**src/vac_pkg.sv**
```systemverilog
// Shared types and constants for the voice allocator.
// Used by the front end, the command queue, the engine and the top level.
`timescale 1ns / 1ps

package vac_pkg;

    localparam int DEF_NUM_VOICES  = 8;
    localparam int DEF_QUEUE_DEPTH = 4;

    // Function code of an input item
    typedef enum logic [1:0] {
        FN_NOTE_ON  = 2'd0,
        FN_NOTE_OFF = 2'd1,
        FN_STATUS   = 2'd2,
        FN_TICK     = 2'd3
    } t_func;

    // Action code of a result item
    typedef enum logic {
        ACT_START   = 1'b0,
        ACT_RELEASE = 1'b1
    } t_action;

    // Engine sequencer states
    typedef enum logic [1:0] {
        ST_IDLE,
        ST_SCAN,
        ST_COMMIT,
        ST_FLUSH
    } t_eng_state;

    // Classified command passed from the front end to the engine
    typedef struct packed {
        t_func        func;
        logic [31:0]  note;
        logic [31:0]  dur;
        logic [2:0]   sel;
        logic         act;
        logic [15:0]  level;
    } t_cmd;

    // One result item
    typedef struct packed {
        t_action      action;
        logic [2:0]   voice;
        logic [31:0]  note;
    } t_result;

endpackage

```
**src/synth_voice_allocator_unit.sv**
```systemverilog
// Polyphonic voice allocator with voice stealing, top level.
// Input channel: i_in_valid / o_in_stall with the item fields; an item is taken
// at a clock edge with valid high and stall low. Stall rises only while the
// command queue is full.
// Output channel: o_out_valid / i_out_stall with action, voice index, note id
// and a last flag on the final result of each item. Items that cause no result
// (status reports, note on with id zero, unmatched note off) give nothing.
// Rate: the engine walks the voice slots one voice per cycle, except while a
// release result waits on a stalled receiver. A note on ends with a commit
// step, a note off or frame tick with a flush step; a status report ends in idle.
// A start result goes straight to the result register; a release result waits
// in a hold register first. A stalled receiver holds the result register and
// the engine waits, while the queue keeps taking items until it is full.
// Reset (synchronous, active low) frees all voices, empties the queue and sets
// the start order counter to one.
// Depends on vac_pkg, vac_front, vac_queue and vac_engine.
`timescale 1ns / 1ps

module synth_voice_allocator_unit #(
    parameter int NUM_VOICES  = vac_pkg::DEF_NUM_VOICES,
    parameter int QUEUE_DEPTH = vac_pkg::DEF_QUEUE_DEPTH
) (
    input  logic        i_clk,
    input  logic        i_rst_n,
    input  logic        i_in_valid,
    output logic        o_in_stall,
    input  logic [1:0]  i_func,
    input  logic [31:0] i_note_id,
    input  logic [31:0] i_duration_frames,
    input  logic [2:0]  i_voice_select,
    input  logic        i_voice_active,
    input  logic [15:0] i_envelope_level,
    output logic        o_out_valid,
    input  logic        i_out_stall,
    output logic        o_action,
    output logic [2:0]  o_voice_index,
    output logic [31:0] o_note_id_out,
    output logic        o_last
);
    import vac_pkg::*;

    logic push, full, pop, empty;
    t_cmd cmd, head;

    // Classify incoming items
    vac_front #(
        .NUM_VOICES (NUM_VOICES)
    ) u_front (
        .i_in_valid        (i_in_valid),
        .o_in_stall        (o_in_stall),
        .i_func            (i_func),
        .i_note_id         (i_note_id),
        .i_duration_frames (i_duration_frames),
        .i_voice_select    (i_voice_select),
        .i_voice_active    (i_voice_active),
        .i_envelope_level  (i_envelope_level),
        .i_full            (full),
        .o_push            (push),
        .o_cmd             (cmd)
    );

    // Decouple front and engine
    vac_queue #(
        .DEPTH (QUEUE_DEPTH)
    ) u_queue (
        .i_clk   (i_clk),
        .i_rst_n (i_rst_n),
        .i_push  (push),
        .i_cmd   (cmd),
        .o_full  (full),
        .i_pop   (pop),
        .o_empty (empty),
        .o_head  (head)
    );

    // Carry out commands on the voice slots
    vac_engine #(
        .NUM_VOICES (NUM_VOICES)
    ) u_engine (
        .i_clk         (i_clk),
        .i_rst_n       (i_rst_n),
        .i_empty       (empty),
        .i_head        (head),
        .o_pop         (pop),
        .o_out_valid   (o_out_valid),
        .i_out_stall   (i_out_stall),
        .o_action      (o_action),
        .o_voice_index (o_voice_index),
        .o_note_id_out (o_note_id_out),
        .o_last        (o_last)
    );

endmodule

```
**src/vac_front.sv**
```systemverilog
// Input front end: accepts items and turns them into queue commands.
// Depends on vac_pkg; feeds vac_queue.
`timescale 1ns / 1ps

module vac_front #(
    parameter int NUM_VOICES = vac_pkg::DEF_NUM_VOICES
) (
    input  logic          i_in_valid,
    output logic          o_in_stall,
    input  logic [1:0]    i_func,
    input  logic [31:0]   i_note_id,
    input  logic [31:0]   i_duration_frames,
    input  logic [2:0]   i_voice_select,
    input  logic          i_voice_active,
    input  logic [15:0]   i_envelope_level,
    input  logic          i_full,
    output logic          o_push,
    output vac_pkg::t_cmd o_cmd
);
    import vac_pkg::*;

    logic keep;

    // Build the command from the item fields
    always_comb begin
        o_cmd.func  = t_func'(i_func);
        o_cmd.note  = i_note_id;
        o_cmd.dur   = i_duration_frames;
        o_cmd.sel   = i_voice_select;
        o_cmd.act   = i_voice_active;
        o_cmd.level = i_envelope_level;
    end

    // Drop items that change nothing: note on with the free id, status of a missing voice
    always_comb begin
        unique case (t_func'(i_func))
            FN_NOTE_ON: keep = (i_note_id != 32'd0);
            FN_STATUS:  keep = (8'(i_voice_select) < 8'(NUM_VOICES));
            default:    keep = 1'b1;
        endcase
    end

    // Hold off the sender while the queue is full
    assign o_in_stall = i_full;
    assign o_push     = i_in_valid && !i_full && keep;

endmodule

```
**src/vac_queue.sv**
```systemverilog
// Short command queue between the front end and the engine.
// Depends on vac_pkg for the command type.
`timescale 1ns / 1ps

module vac_queue #(
    parameter int DEPTH = vac_pkg::DEF_QUEUE_DEPTH
) (
    input  logic          i_clk,
    input  logic          i_rst_n,
    input  logic          i_push,
    input  vac_pkg::t_cmd i_cmd,
    output logic          o_full,
    input  logic          i_pop,
    output logic          o_empty,
    output vac_pkg::t_cmd o_head
);
    import vac_pkg::*;

    localparam int AW = (DEPTH > 1) ? $clog2(DEPTH) : 1;
    localparam int CW = $clog2(DEPTH + 1);

    t_cmd            r_mem [DEPTH];
    logic [AW-1:0]   r_wr_ptr;
    logic [AW-1:0]   r_rd_ptr;
    logic [CW-1:0]   r_count;
    logic [AW-1:0]   n_wr_ptr;
    logic [AW-1:0]   n_rd_ptr;
    logic [CW-1:0]   n_count;

    assign o_full  = (r_count == CW'(DEPTH));
    assign o_empty = (r_count == '0);
    assign o_head  = r_mem[r_rd_ptr];

    // Advance pointers and count
    always_comb begin
        n_wr_ptr = r_wr_ptr;
        n_rd_ptr = r_rd_ptr;
        n_count  = r_count;
        if (i_push) begin
            n_wr_ptr = (r_wr_ptr == AW'(DEPTH - 1)) ? '0 : r_wr_ptr + 1'b1;
        end
        if (i_pop) begin
            n_rd_ptr = (r_rd_ptr == AW'(DEPTH - 1)) ? '0 : r_rd_ptr + 1'b1;
        end
        if (i_push && !i_pop) begin
            n_count = r_count + 1'b1;
        end else if (!i_push && i_pop) begin
            n_count = r_count - 1'b1;
        end
    end

    always_ff @(posedge i_clk) begin
        if (!i_rst_n) begin
            r_wr_ptr <= '0;
            r_rd_ptr <= '0;
            r_count  <= '0;
        end else begin
            r_wr_ptr <= n_wr_ptr;
            r_rd_ptr <= n_rd_ptr;
            r_count  <= n_count;
        end
    end

    // Store the pushed command
    always_ff @(posedge i_clk) begin
        if (i_push) begin
            r_mem[r_wr_ptr] <= i_cmd;
        end
    end

    a_count_bound: assert property (@(posedge i_clk) disable iff (!i_rst_n)
        r_count <= CW'(DEPTH))
        else $error("queue count beyond depth");
    a_no_pop_empty: assert property (@(posedge i_clk) disable iff (!i_rst_n)
        i_pop |-> !o_empty)
        else $error("pop from empty queue");
    a_no_push_full: assert property (@(posedge i_clk) disable iff (!i_rst_n)
        i_push |-> !o_full)
        else $error("push into full queue");

endmodule

```
**src/vac_engine.sv**
```systemverilog
// Voice engine: holds the voice slots, walks them one voice per cycle per command while no release
// result waits on a stalled output, and drives the result register. Depends on vac_pkg; fed by vac_queue.
`timescale 1ns / 1ps

module vac_engine #(
    parameter int NUM_VOICES = vac_pkg::DEF_NUM_VOICES
) (
    input  logic          i_clk,
    input  logic          i_rst_n,
    input  logic          i_empty,
    input  vac_pkg::t_cmd i_head,
    output logic          o_pop,
    output logic          o_out_valid,
    input  logic          i_out_stall,
    output logic          o_action,
    output logic [2:0]    o_voice_index,
    output logic [31:0]   o_note_id_out,
    output logic          o_last
);
    import vac_pkg::*;

    localparam int VW = (NUM_VOICES > 1) ? $clog2(NUM_VOICES) : 1;

    // Voice slots
    logic [31:0]   r_note  [NUM_VOICES];
    logic [31:0]   r_cd    [NUM_VOICES];
    logic [63:0]   r_ord   [NUM_VOICES];
    logic          r_rel   [NUM_VOICES];
    logic          r_act   [NUM_VOICES];
    logic [15:0]   r_lvl   [NUM_VOICES];
    logic [63:0]   r_start_cnt, n_start_cnt;

    // Sequencer
    t_eng_state    r_state, n_state;
    t_cmd          r_cmd, n_cmd;
    logic [VW-1:0] r_idx, n_idx;

    // Note-on search trackers
    logic          r_match_found, n_match_found;
    logic [VW-1:0] r_match_idx, n_match_idx;
    logic          r_free_found, n_free_found;
    logic [VW-1:0] r_free_idx, n_free_idx;
    logic          r_steal_have, n_steal_have;
    logic [VW-1:0] r_steal_idx, n_steal_idx;
    logic          r_best_rel, n_best_rel;
    logic [15:0]   r_best_lvl, n_best_lvl;
    logic [63:0]   r_best_ord, n_best_ord;

    // Held result waiting to learn whether it is the final one
    logic          r_hold_valid, n_hold_valid;
    t_result       r_hold, n_hold;

    // Result register
    logic          r_out_valid;
    t_result       r_out;
    logic          r_out_last;
    logic          out_free;
    logic          push;
    t_result       push_res;
    logic          push_last;

    // Slot write port
    logic [VW-1:0] wr_idx;
    logic          wr_key_en, wr_cd_en, wr_rel_en, wr_act_en;
    logic [31:0]   wr_note, wr_cd;
    logic [63:0]   wr_ord;
    logic          wr_rel, wr_act;
    logic [15:0]   wr_lvl;

    // Current voice of the scan
    logic [31:0]   cur_note, cur_cd, cd_dec;
    logic [63:0]   cur_ord;
    logic          cur_rel, cur_act, cur_last;
    logic [15:0]   cur_lvl;
    logic          hit, stop, can_go, take;
    logic [VW-1:0] pick;

    assign cur_note = r_note[r_idx];
    assign cur_cd   = r_cd[r_idx];
    assign cur_ord  = r_ord[r_idx];
    assign cur_rel  = r_rel[r_idx];
    assign cur_act  = r_act[r_idx];
    assign cur_lvl  = r_lvl[r_idx];
    assign cur_last = (r_idx == VW'(NUM_VOICES - 1));
    assign cd_dec   = cur_cd - 32'd1;
    assign out_free = !r_out_valid || !i_out_stall;

    // Next state, slot writes and result pushes
    always_comb begin
        n_state       = r_state;
        n_cmd         = r_cmd;
        n_idx         = r_idx;
        n_match_found = r_match_found;
        n_match_idx   = r_match_idx;
        n_free_found  = r_free_found;
        n_free_idx    = r_free_idx;
        n_steal_have  = r_steal_have;
        n_steal_idx   = r_steal_idx;
        n_best_rel    = r_best_rel;
        n_best_lvl    = r_best_lvl;
        n_best_ord    = r_best_ord;
        n_hold_valid  = r_hold_valid;
        n_hold        = r_hold;
        n_start_cnt   = r_start_cnt;
        o_pop         = 1'b0;
        push          = 1'b0;
        push_res      = r_hold;
        push_last     = 1'b0;
        wr_idx        = r_idx;
        wr_key_en     = 1'b0;
        wr_cd_en      = 1'b0;
        wr_rel_en     = 1'b0;
        wr_act_en     = 1'b0;
        wr_note       = 32'd0;
        wr_ord        = 64'd0;
        wr_cd         = 32'd0;
        wr_rel        = 1'b0;
        wr_act        = 1'b0;
        wr_lvl        = 16'd0;
        hit           = 1'b0;
        stop          = cur_last;
        can_go        = 1'b0;
        take          = 1'b0;
        pick          = '0;

        unique case (r_state)
            ST_IDLE: begin
                // Take the next command; status reports finish here
                if (!i_empty) begin
                    o_pop = 1'b1;
                    n_cmd = i_head;
                    if (i_head.func == FN_STATUS) begin
                        wr_idx    = VW'(i_head.sel);
                        wr_act_en = 1'b1;
                        wr_act    = i_head.act;
                        wr_lvl    = i_head.level;
                    end else begin
                        n_state       = ST_SCAN;
                        n_idx         = '0;
                        n_match_found = 1'b0;
                        n_free_found  = 1'b0;
                        n_steal_have  = 1'b0;
                    end
                end
            end

            ST_SCAN: begin
                // Decide whether this voice yields a release result
                unique case (r_cmd.func)
                    FN_NOTE_OFF: begin
                        if (r_cmd.note == 32'd0) begin
                            hit = (cur_note != 32'd0) && cur_act;
                        end else begin
                            hit  = (cur_note == r_cmd.note) && cur_act;
                            stop = (cur_note == r_cmd.note) || cur_last;
                        end
                    end
                    FN_TICK: begin
                        hit = (cur_note != 32'd0) && (cur_cd != 32'd0) && (cd_dec == 32'd0);
                    end
                    default: begin
                        hit = 1'b0;
                    end
                endcase

                // Stall the step while an earlier result cannot move on
                can_go = !hit || !r_hold_valid || out_free;

                if (can_go) begin
                    if (hit) begin
                        push         = r_hold_valid;
                        push_res     = r_hold;
                        push_last    = 1'b0;
                        n_hold_valid = 1'b1;
                        n_hold       = '{action: ACT_RELEASE, voice: 3'(r_idx), note: cur_note};
                    end

                    unique case (r_cmd.func)
                        FN_NOTE_ON: begin
                            // Track first same-note voice, first free voice, best victim
                            if (!r_match_found && (cur_note == r_cmd.note) && cur_act) begin
                                n_match_found = 1'b1;
                                n_match_idx   = r_idx;
                            end
                            if (!r_free_found && ((cur_note == 32'd0) || !cur_act)) begin
                                n_free_found = 1'b1;
                                n_free_idx   = r_idx;
                            end
                            if ((cur_note != 32'd0) && cur_act) begin
                                if (!r_steal_have) begin
                                    take = 1'b1;
                                end else if (cur_rel != r_best_rel) begin
                                    take = cur_rel;
                                end else if (cur_lvl != r_best_lvl) begin
                                    take = (cur_lvl < r_best_lvl);
                                end else begin
                                    take = (cur_ord < r_best_ord);
                                end
                            end
                            if (take) begin
                                n_steal_have = 1'b1;
                                n_steal_idx  = r_idx;
                                n_best_rel   = cur_rel;
                                n_best_lvl   = cur_lvl;
                                n_best_ord   = cur_ord;
                            end
                        end
                        FN_NOTE_OFF: begin
                            if (hit) begin
                                wr_cd_en  = 1'b1;
                                wr_cd     = 32'd0;
                                wr_rel_en = 1'b1;
                                wr_rel    = 1'b1;
                            end
                        end
                        FN_TICK: begin
                            // Count down, release on zero, free a silent voice
                            if (cur_note != 32'd0) begin
                                if (!cur_act) begin
                                    wr_key_en = 1'b1;
                                    wr_cd_en  = 1'b1;
                                    wr_rel_en = 1'b1;
                                end else begin
                                    if (cur_cd != 32'd0) begin
                                        wr_cd_en = 1'b1;
                                        wr_cd    = cd_dec;
                                    end
                                    if (hit) begin
                                        wr_rel_en = 1'b1;
                                        wr_rel    = 1'b1;
                                    end
                                end
                            end
                        end
                        default: begin
                            n_state = ST_IDLE;
                        end
                    endcase

                    if (r_cmd.func == FN_NOTE_ON) begin
                        if (cur_last) begin
                            n_state = ST_COMMIT;
                        end else begin
                            n_idx = r_idx + 1'b1;
                        end
                    end else if (r_cmd.func != FN_STATUS) begin
                        if (stop) begin
                            n_state = ST_FLUSH;
                        end else begin
                            n_idx = r_idx + 1'b1;
                        end
                    end
                end
            end

            ST_COMMIT: begin
                // Place the note on the chosen voice and report the start
                if (r_match_found) begin
                    pick = r_match_idx;
                end else if (r_free_found) begin
                    pick = r_free_idx;
                end else if (r_steal_have) begin
                    pick = r_steal_idx;
                end else begin
                    pick = '0;
                end
                wr_idx = pick;
                if (out_free) begin
                    wr_key_en   = 1'b1;
                    wr_note     = r_cmd.note;
                    wr_ord      = r_start_cnt;
                    wr_cd_en    = 1'b1;
                    wr_cd       = r_cmd.dur;
                    wr_rel_en   = 1'b1;
                    wr_rel      = 1'b0;
                    wr_act_en   = 1'b1;
                    wr_act      = 1'b1;
                    wr_lvl      = 16'd0;
                    n_start_cnt = r_start_cnt + 64'd1;
                    push        = 1'b1;
                    push_res    = '{action: ACT_START, voice: 3'(pick), note: r_cmd.note};
                    push_last   = 1'b1;
                    n_state     = ST_IDLE;
                end
            end

            ST_FLUSH: begin
                // Send the held result as the final one
                if (!r_hold_valid) begin
                    n_state = ST_IDLE;
                end else if (out_free) begin
                    push         = 1'b1;
                    push_res     = r_hold;
                    push_last    = 1'b1;
                    n_hold_valid = 1'b0;
                    n_state      = ST_IDLE;
                end
            end

            default: begin
                n_state = ST_IDLE;
            end
        endcase
    end

    // Sequencer and tracker registers
    always_ff @(posedge i_clk) begin
        if (!i_rst_n) begin
            r_state      <= ST_IDLE;
            r_hold_valid <= 1'b0;
            r_start_cnt  <= 64'd1;
            r_out_valid  <= 1'b0;
        end else begin
            r_state      <= n_state;
            r_hold_valid <= n_hold_valid;
            r_start_cnt  <= n_start_cnt;
            if (push) begin
                r_out_valid <= 1'b1;
            end else if (out_free) begin
                r_out_valid <= 1'b0;
            end
        end
    end

    always_ff @(posedge i_clk) begin
        r_cmd         <= n_cmd;
        r_idx         <= n_idx;
        r_match_found <= n_match_found;
        r_match_idx   <= n_match_idx;
        r_free_found  <= n_free_found;
        r_free_idx    <= n_free_idx;
        r_steal_have  <= n_steal_have;
        r_steal_idx   <= n_steal_idx;
        r_best_rel    <= n_best_rel;
        r_best_lvl    <= n_best_lvl;
        r_best_ord    <= n_best_ord;
        r_hold        <= n_hold;
        if (push) begin
            r_out      <= push_res;
            r_out_last <= push_last;
        end
    end

    // Slot storage: clear on reset, write one voice per cycle
    always_ff @(posedge i_clk) begin
        if (!i_rst_n) begin
            for (int v = 0; v < NUM_VOICES; v++) begin
                r_note[v] <= 32'd0;
                r_cd[v]   <= 32'd0;
                r_ord[v]  <= 64'd0;
                r_rel[v]  <= 1'b0;
                r_act[v]  <= 1'b0;
                r_lvl[v]  <= 16'd0;
            end
        end else begin
            if (wr_key_en) begin
                r_note[wr_idx] <= wr_note;
                r_ord[wr_idx]  <= wr_ord;
            end
            if (wr_cd_en) begin
                r_cd[wr_idx] <= wr_cd;
            end
            if (wr_rel_en) begin
                r_rel[wr_idx] <= wr_rel;
            end
            if (wr_act_en) begin
                r_act[wr_idx] <= wr_act;
                r_lvl[wr_idx] <= wr_lvl;
            end
        end
    end

    assign o_out_valid   = r_out_valid;
    assign o_action      = r_out.action;
    assign o_voice_index = r_out.voice;
    assign o_note_id_out = r_out.note;
    assign o_last        = r_out_last;

    a_hold_in_scan: assert property (@(posedge i_clk) disable iff (!i_rst_n)
        r_hold_valid |-> (r_state == ST_SCAN || r_state == ST_FLUSH))
        else $error("held result outside a scan");
    a_commit_note_on: assert property (@(posedge i_clk) disable iff (!i_rst_n)
        (r_state == ST_COMMIT) |-> (r_cmd.func == FN_NOTE_ON && r_cmd.note != 32'd0))
        else $error("commit without a valid note on");
    a_push_room: assert property (@(posedge i_clk) disable iff (!i_rst_n)
        push |-> out_free)
        else $error("result pushed onto a stalled output");
    a_flush_done: assert property (@(posedge i_clk) disable iff (!i_rst_n)
        (r_state == ST_FLUSH && r_hold_valid && out_free) |=> (r_state == ST_IDLE && !r_hold_valid))
        else $error("final result not sent");

endmodule

```
**config.mk**
```make
export PLATFORM = sky130hd
export DESIGN_NAME = synth_voice_allocator_unit
export DESIGN_NICKNAME = d
export VERILOG_FILES = /design/src/vac_pkg.sv /design/src/synth_voice_allocator_unit.sv /design/src/vac_front.sv /design/src/vac_queue.sv /design/src/vac_engine.sv
export SDC_FILE = /design/constraint.sdc
export NUM_CORES = 2
export LEC_CHECK = 0
export BUFFER_PORTS_ARGS = -buffer_cell sky130_fd_sc_hd__buf_2
export CORE_MARGIN = 10
export CORE_UTILIZATION = 53
export DETAILED_ROUTE_END_ITERATION = 7
export PLACE_DENSITY = 0.69
export SLEW_MARGIN = 20
export SYNTH_ARGS = -nofsm -noshare
export SYNTH_HDL_FRONTEND = slang
export SYNTH_HIERARCHICAL = 1
export SYNTH_SLANG_ARGS = --single-unit
```
**constraint.sdc**
```tcl
create_clock -name i_clk -period 14.9 [get_ports i_clk]
set_clock_uncertainty 0.1 [all_clocks]
set_input_delay 2.235 -clock i_clk [delete_from_list [all_inputs] [get_ports i_clk]]
set_output_delay 2.235 -clock i_clk [all_outputs]
set_load 0.005 [all_outputs]
```
---- Word level (Yosys, flattened, before mapping) ----
Memory sizes are Yosys's and may differ from the RTL's. A register that Yosys moved wholly into a read port is not among the register bits.
Cells that the tools add are included.
operators by class
  div/mod/pow operators ................... 0
  $lt $le $gt $ge ......................... 2
  multiply operators ...................... 0
  shifts and indexed selects .............. 0
  bitwise logic cells ..................... 1
  equal/unequal tests ..................... 25
  reduce and logical (&&, ||, !) cells .... 59
  add/sub/neg operators ................... 7
  muxes and demuxes ....................... 157
operator list
  cell                                                number
  2-to-1 mux 32 bit                                   10
  2-to-1 mux 64 bit                                   3
  zero test 32 bit                                    3
  nonzero test 32 bit                                 3
  2-to-1 mux 1 bit                                    79
  2-to-1 mux 3 bit                                    26
  adder 64 x 1 -> 64 bit, second input constant       1
  less-than comparator 64 bit                         1
  2-to-1 mux 16 bit                                   4
  case mux 32 bit (2 select lines)                    1
  OR reduction 32 bit                                 2
  OR reduction 64 bit                                 1
  2-to-1 mux 36 bit                                   1
  2-to-1 mux 35 bit                                   1
  equality test 32 bit                                1
  subtractor 32 x 1 -> 32 bit, second input constant  1
  2-to-1 mux 2 bit                                    14
  case mux 1 bit (2 select lines)                     14
  AND reduction 6 bit                                 3
  less-than comparator 16 bit                         1
  != test 16 bit                                      1
  OR reduction 16 bit                                 1
  equality test 2 bit, second input constant          6
  case mux 3 bit (2 select lines)                     2
  other kinds (26)                                    71
word-level totals
  input port bits ......................... 90
  bits in writable memories ............... 1,512
  bits in latches ......................... 0
  ROM bits ................................ 0
  memories kept ........................... 7
  bits in registers ....................... 309
memories
  name             words  bits a word  read ports  clocked after Yosys merged registers in  wr ports  RTL line          RTL
  u_engine.r_ord   8      64           1           1                                        8         vac_engine.sv:27  logic [63:0] r_ord [NUM_VOICES];
  u_queue.r_mem    4      86           1           1                                        1         vac_queue.sv:22   t_cmd r_mem [DEPTH];
  u_engine.r_cd    8      32           1           1                                        8         vac_engine.sv:26  logic [31:0] r_cd [NUM_VOICES];
  u_engine.r_note  8      32           1           1                                        8         vac_engine.sv:25  logic [31:0] r_note [NUM_VOICES];
  u_engine.r_lvl   8      16           1           1                                        8         vac_engine.sv:30  logic [15:0] r_lvl [NUM_VOICES];
  u_engine.r_act   8      1            1           1                                        8         vac_engine.sv:29  logic r_act [NUM_VOICES];
  +1 memories      -      -            -           -                                        -         -

---- Longest topological paths before layout ----
  word-level depth ........................ 16
  gate-level depth with buffers ........... 27
  gate-level depth less buffers ........... 16

---- Hierarchy ----
Netlist, hierarchy kept.
modules (own cells, without submodules)
  module      area an instance (µm²)  cells each  seq. area each (µm²)  instances
  vac_engine  65,848.2                4,899       43,361.6              1
  vac_queue   12,901.1                494         10,510.1              1
  vac_front   735.7                   101         0.0                   1

---- Worst setup path after synthesis ----
No wires, ideal clock.
  kind .................................... register to register
  start point ............................. register with a tool-made name
  end point ............................... memory u_engine.r_note[5][0] (enable)
  clock period less this slack ............ 12,699 ps
  cell stages (with the launch flop) ...... 23
  arrival time ............................ 11,916 ps
  path slack .............................. 2,201 ps
  buffers on the path ..................... 12
  required time ........................... 14,117 ps
  cells stage by stage .................... dfxtp_1 > buf_6 > buf_6 > buf_6 > buf_6 > buf_6 > buf_6 > buf_6 > buf_4 > buf_1 > buf_2 > buf_1 > mux4_2 > ha_1 > clkbuf_1 > o2111ai_1 > or2_1 > xnor2_1 > nor4_1 > and3_1 > a41oi_4 > a21oi_1 > o21ai_0
RTL lines
  element        RTL line
  end, declared  vac_engine.sv:25

==> flow_summary.yaml <==
setup_path:
  crit_slowest_cell: "buf_4"
  critPathKind: "flip-flop to flip-flop"
  critical_path.top_delay_family: "buffers and inverters"
  path_buf_inv: 4
  critPathMaxStageDelay_ns: 0.77
  path_cells: "buf_4, mux4_2, mux2i_1, nand4_1, nor4_1, o211ai_1, nand3_2, nor4_1, and3_1, a41oi_4, a21oi_2, buf_4, o21ai_4, buf_4, buf_4"
  worst_setup_path_start_kind: "flip-flop"
  cp.arrival_ns: 8.09
  path_common_cell: "buf_4"
  crit_required_ns: 15.23
  end_kind: "flip-flop"
  cp_max_fo: 42
power:
  ir_drop_mv: 0.3020
  finalPower_mw: 15.18
  leakage_nw: 29.81
  cellPowerDensity_mw_per_mm2: 174.0
logic_synthesis:
  synthMuxAreaShare: 0.1215
  synth_area_mm2: 0.07948
  ys_types: 85
  syn_avg_cell_area_um2: 14.47
  yosysWarnings: 6
  synth_edf_count: 1730
  synthSimpleGateAreaFrac: 0.1179
  ys.flop_type: "edfxtp_1"
  synth_top_family_by_area: "multiplexers"
  synth_seq_cells: 1826
  synth_xor_area_frac: 0.01256
  synthAdderAreaFrac: 0.01505
  ys_seq_area_frac: 0.6778
  synthArstFlopShare: 0
  synth_nets: 5679
  synth_compound_area_frac: 0.02133
  synthCells: 5494
cells_and_area:
  fin_cells: 7667
  area_growth_pct: 9.775
  fin_nets: 5683
  layout_common_cells: "edfxtp_1, nor2_1, nand2_1"
  diodes: 0
  drive_gt1_frac: 0.1635
  mostFrequentLayoutCell: "edfxtp_1"
route:
  via_per_inst: 5.979
  ant_nets: 0
  num_vias: 45840
  post_drt_wl_per_cell_um: 24.45
  wirelength_mm: 187.5
  drc: 0
  drt_iter0_drc: 4763
  drt_pass1_iterations: 7
floorplanning:
  core_area_mm2: 0.1494
  die_y_um: 407.3
  initial_core_util: 0.5320
  die_area_mm2: 0.1659
  io_pins: 129
  die_w_um: 407.3
  row_count: 142
sta:
  drv_slew: 0
  slew_headroom: 0.2258
  timing.fmax_ghz: 0.1288
  rsz0062_at_grt: "false"
  hold-worst-slack_ns: 0.3823
  finalCriticalPeriod_ns: 7.766
  hold_viol: 0
  min_period_over_period: 0.5212
  setup_violations: 0
  worst_slew_pin_slew_ns: 1.161
  fin_setup_tns_ns: 0
clocking:
  cts_tree: "done"
  postCtsSetupBuffers: 0
  cts.root.buffer_cell: "clkbuf_16"
  cts_buffers: 181
  cts_resized: 0
  hold_buffers: 0
  clkTransAtPathRegs_ns: 0.06
  clock_sinks: 1826
  clock_latency_ns: 0.84
  htreeDepth: 4
  clk_path_buf_depth: 3
min_path:
  hp-class: "flip-flop to flip-flop"
placed_design:
  port_buffers: 128
  placedCellCount: 7330
  hpwl_mm: 109.8
  gp_congestion: 0.8699
global_route:
  antenna_found_initial: 3
  grt_pass1_vias: 46730
  grt_max_degree: 130
  overflow: 0
  grt_usage: 0.2219
  grt_pass1_wl_mm: 285.8
job:
  drv_cap: 0
outcome:
  outcome: "complete, no violations"
## cells in the mapped netlist (8+ instances only)
master       n  share of area
nand2_1    581          0.027
clkbuf_1   147         0.0069
o21a_1       8        0.00076
xnor2_1     75         0.0083
dfxtp_1     96          0.024
and3_1      30         0.0024
nand2_4      8         0.0011
buf_6       43         0.0061
or3_1       17         0.0013
nand2b_1    16         0.0013
mux2_2      37         0.0052
xor2_1      39         0.0043
edfxtp_1  1730           0.65
buf_1       51         0.0024
a21oi_1     39         0.0025
nor2_1    1227          0.058
a21o_1      18         0.0017
or4_1        9        0.00085
nor3_1      29         0.0018
nor2b_1     31         0.0024
mux4_2     366           0.10
a21boi_0    15         0.0014
inv_1      115         0.0054
o21ai_0     61         0.0038
nor4_1      45         0.0035
buf_4      101         0.0095
ha_1        94          0.015
and2_1      84         0.0066
a22oi_1     44         0.0042
nand4_1     38         0.0030
mux2i_1     96          0.012
buf_2       30         0.0019
nand3_1     52         0.0033
## state kept, by name, summed over array words and instances, names as in the netlist, 2 cells and up, named ones only
name and count:
u_engine/o_note_id_out 32, u_engine/o_voice_index 3, u_engine/r_act 8, u_engine/r_best_lvl 16
u_engine/r_best_ord 64, u_engine/r_cd 256, u_engine/r_cmd 66, u_engine/r_free_idx 3
u_engine/r_hold 35, u_engine/r_idx 3, u_engine/r_lvl 128, u_engine/r_match_idx 3
u_engine/r_note 256, u_engine/r_ord 512, u_engine/r_rel 8, u_engine/r_start_cnt 64
u_engine/r_state 2, u_engine/r_steal_idx 3, u_queue/r_count 3, u_queue/r_mem 344
u_queue/r_rd_ptr 2, u_queue/r_wr_ptr 2
## worst register-to-register path: cells and delay by family, from the launching register on
kind            cells  cell delay, ns
buf+inv             4            2.37
simple gates        5            1.37
compound gates      4            1.71
flops               1            0.75
mux                 2            1.02
## kinds of logic after synthesis
| kind of cell | count (synthesis) |
|---|---|
| compound gates | 251 |
| xor+xnor | 114 |
| fa+ha+maj | 95 |
| buf+inv | 496 |
| flops | 1826 |
| mux | 502 |
| simple gates | 2210 |
## metal layers
metal,up-vias,GRT usage,part of all wire
met3,299,0.03984,0.090
met1,23180,0.3143,0.41
met4,6,0.05933,0.022
met5,-,0,0.00015
met2,2266,0.3561,0.48
li1,20090,-,-
## power by group
| group | total (mW) | switching (mW) | leakage [nW] | internal (mW) |
|---|---|---|---|---|
| sequential | 6.49 | 0.361 | 18.0 | 6.13 |
| clock | 4.55 | 1.96 | 2.92 | 2.59 |
| combinational | 4.14 | 2.65 | 8.91 | 1.49 |
| total | 15.2 | 4.97 | 29.8 | 10.2 |
## worst paths after layout
| check | start | end | slack [ns] | cells past startpoint |
|---|---|---|---|---|
| min | u_engine/r_act[7]$_DFF_P_ | u_engine/r_act[7]$_DFF_P_ | 0.38 | 2 |
| max | flip-flop | u_engine/r_ord[4][35]$_SDFFCE_PN0P_ | 7.13 | 15 |
| min reg2reg | u_engine/r_act[7]$_DFF_P_ | u_engine/r_act[7]$_DFF_P_ | 0.38 | 2 |
| max reg2reg | flip-flop | u_engine/r_ord[4][35]$_SDFFCE_PN0P_ | 7.13 | 15 |
## layout make-up
| cell class | instances | area, um2 |
|---|---|---|
| well taps | 2016 | 2522 |
| multi-input cells | 3172 | 23110 |
| clock inverters | 105 | 1166 |
| clock buffers | 231 | 4861 |
| repair buffers | 199 | 1250 |
| flip-flops and latches | 1826 | 53890 |
| fillers | 11410 | 62170 |
| inverters | 118 | 450.4 |
## metrics by stage
step	cell area [um2]	util	setup WS (ns)
finish	87250	0.5840	7.134
global route	87250	0.5840	6.710
detailed placement	81200	0.5434	7.059
CTS	87220	0.5837	6.993
global placement	81200	0.5434	7.076
floorplan	79490	-	2.201
Note: power is estimated with default switching activity, not from simulation.
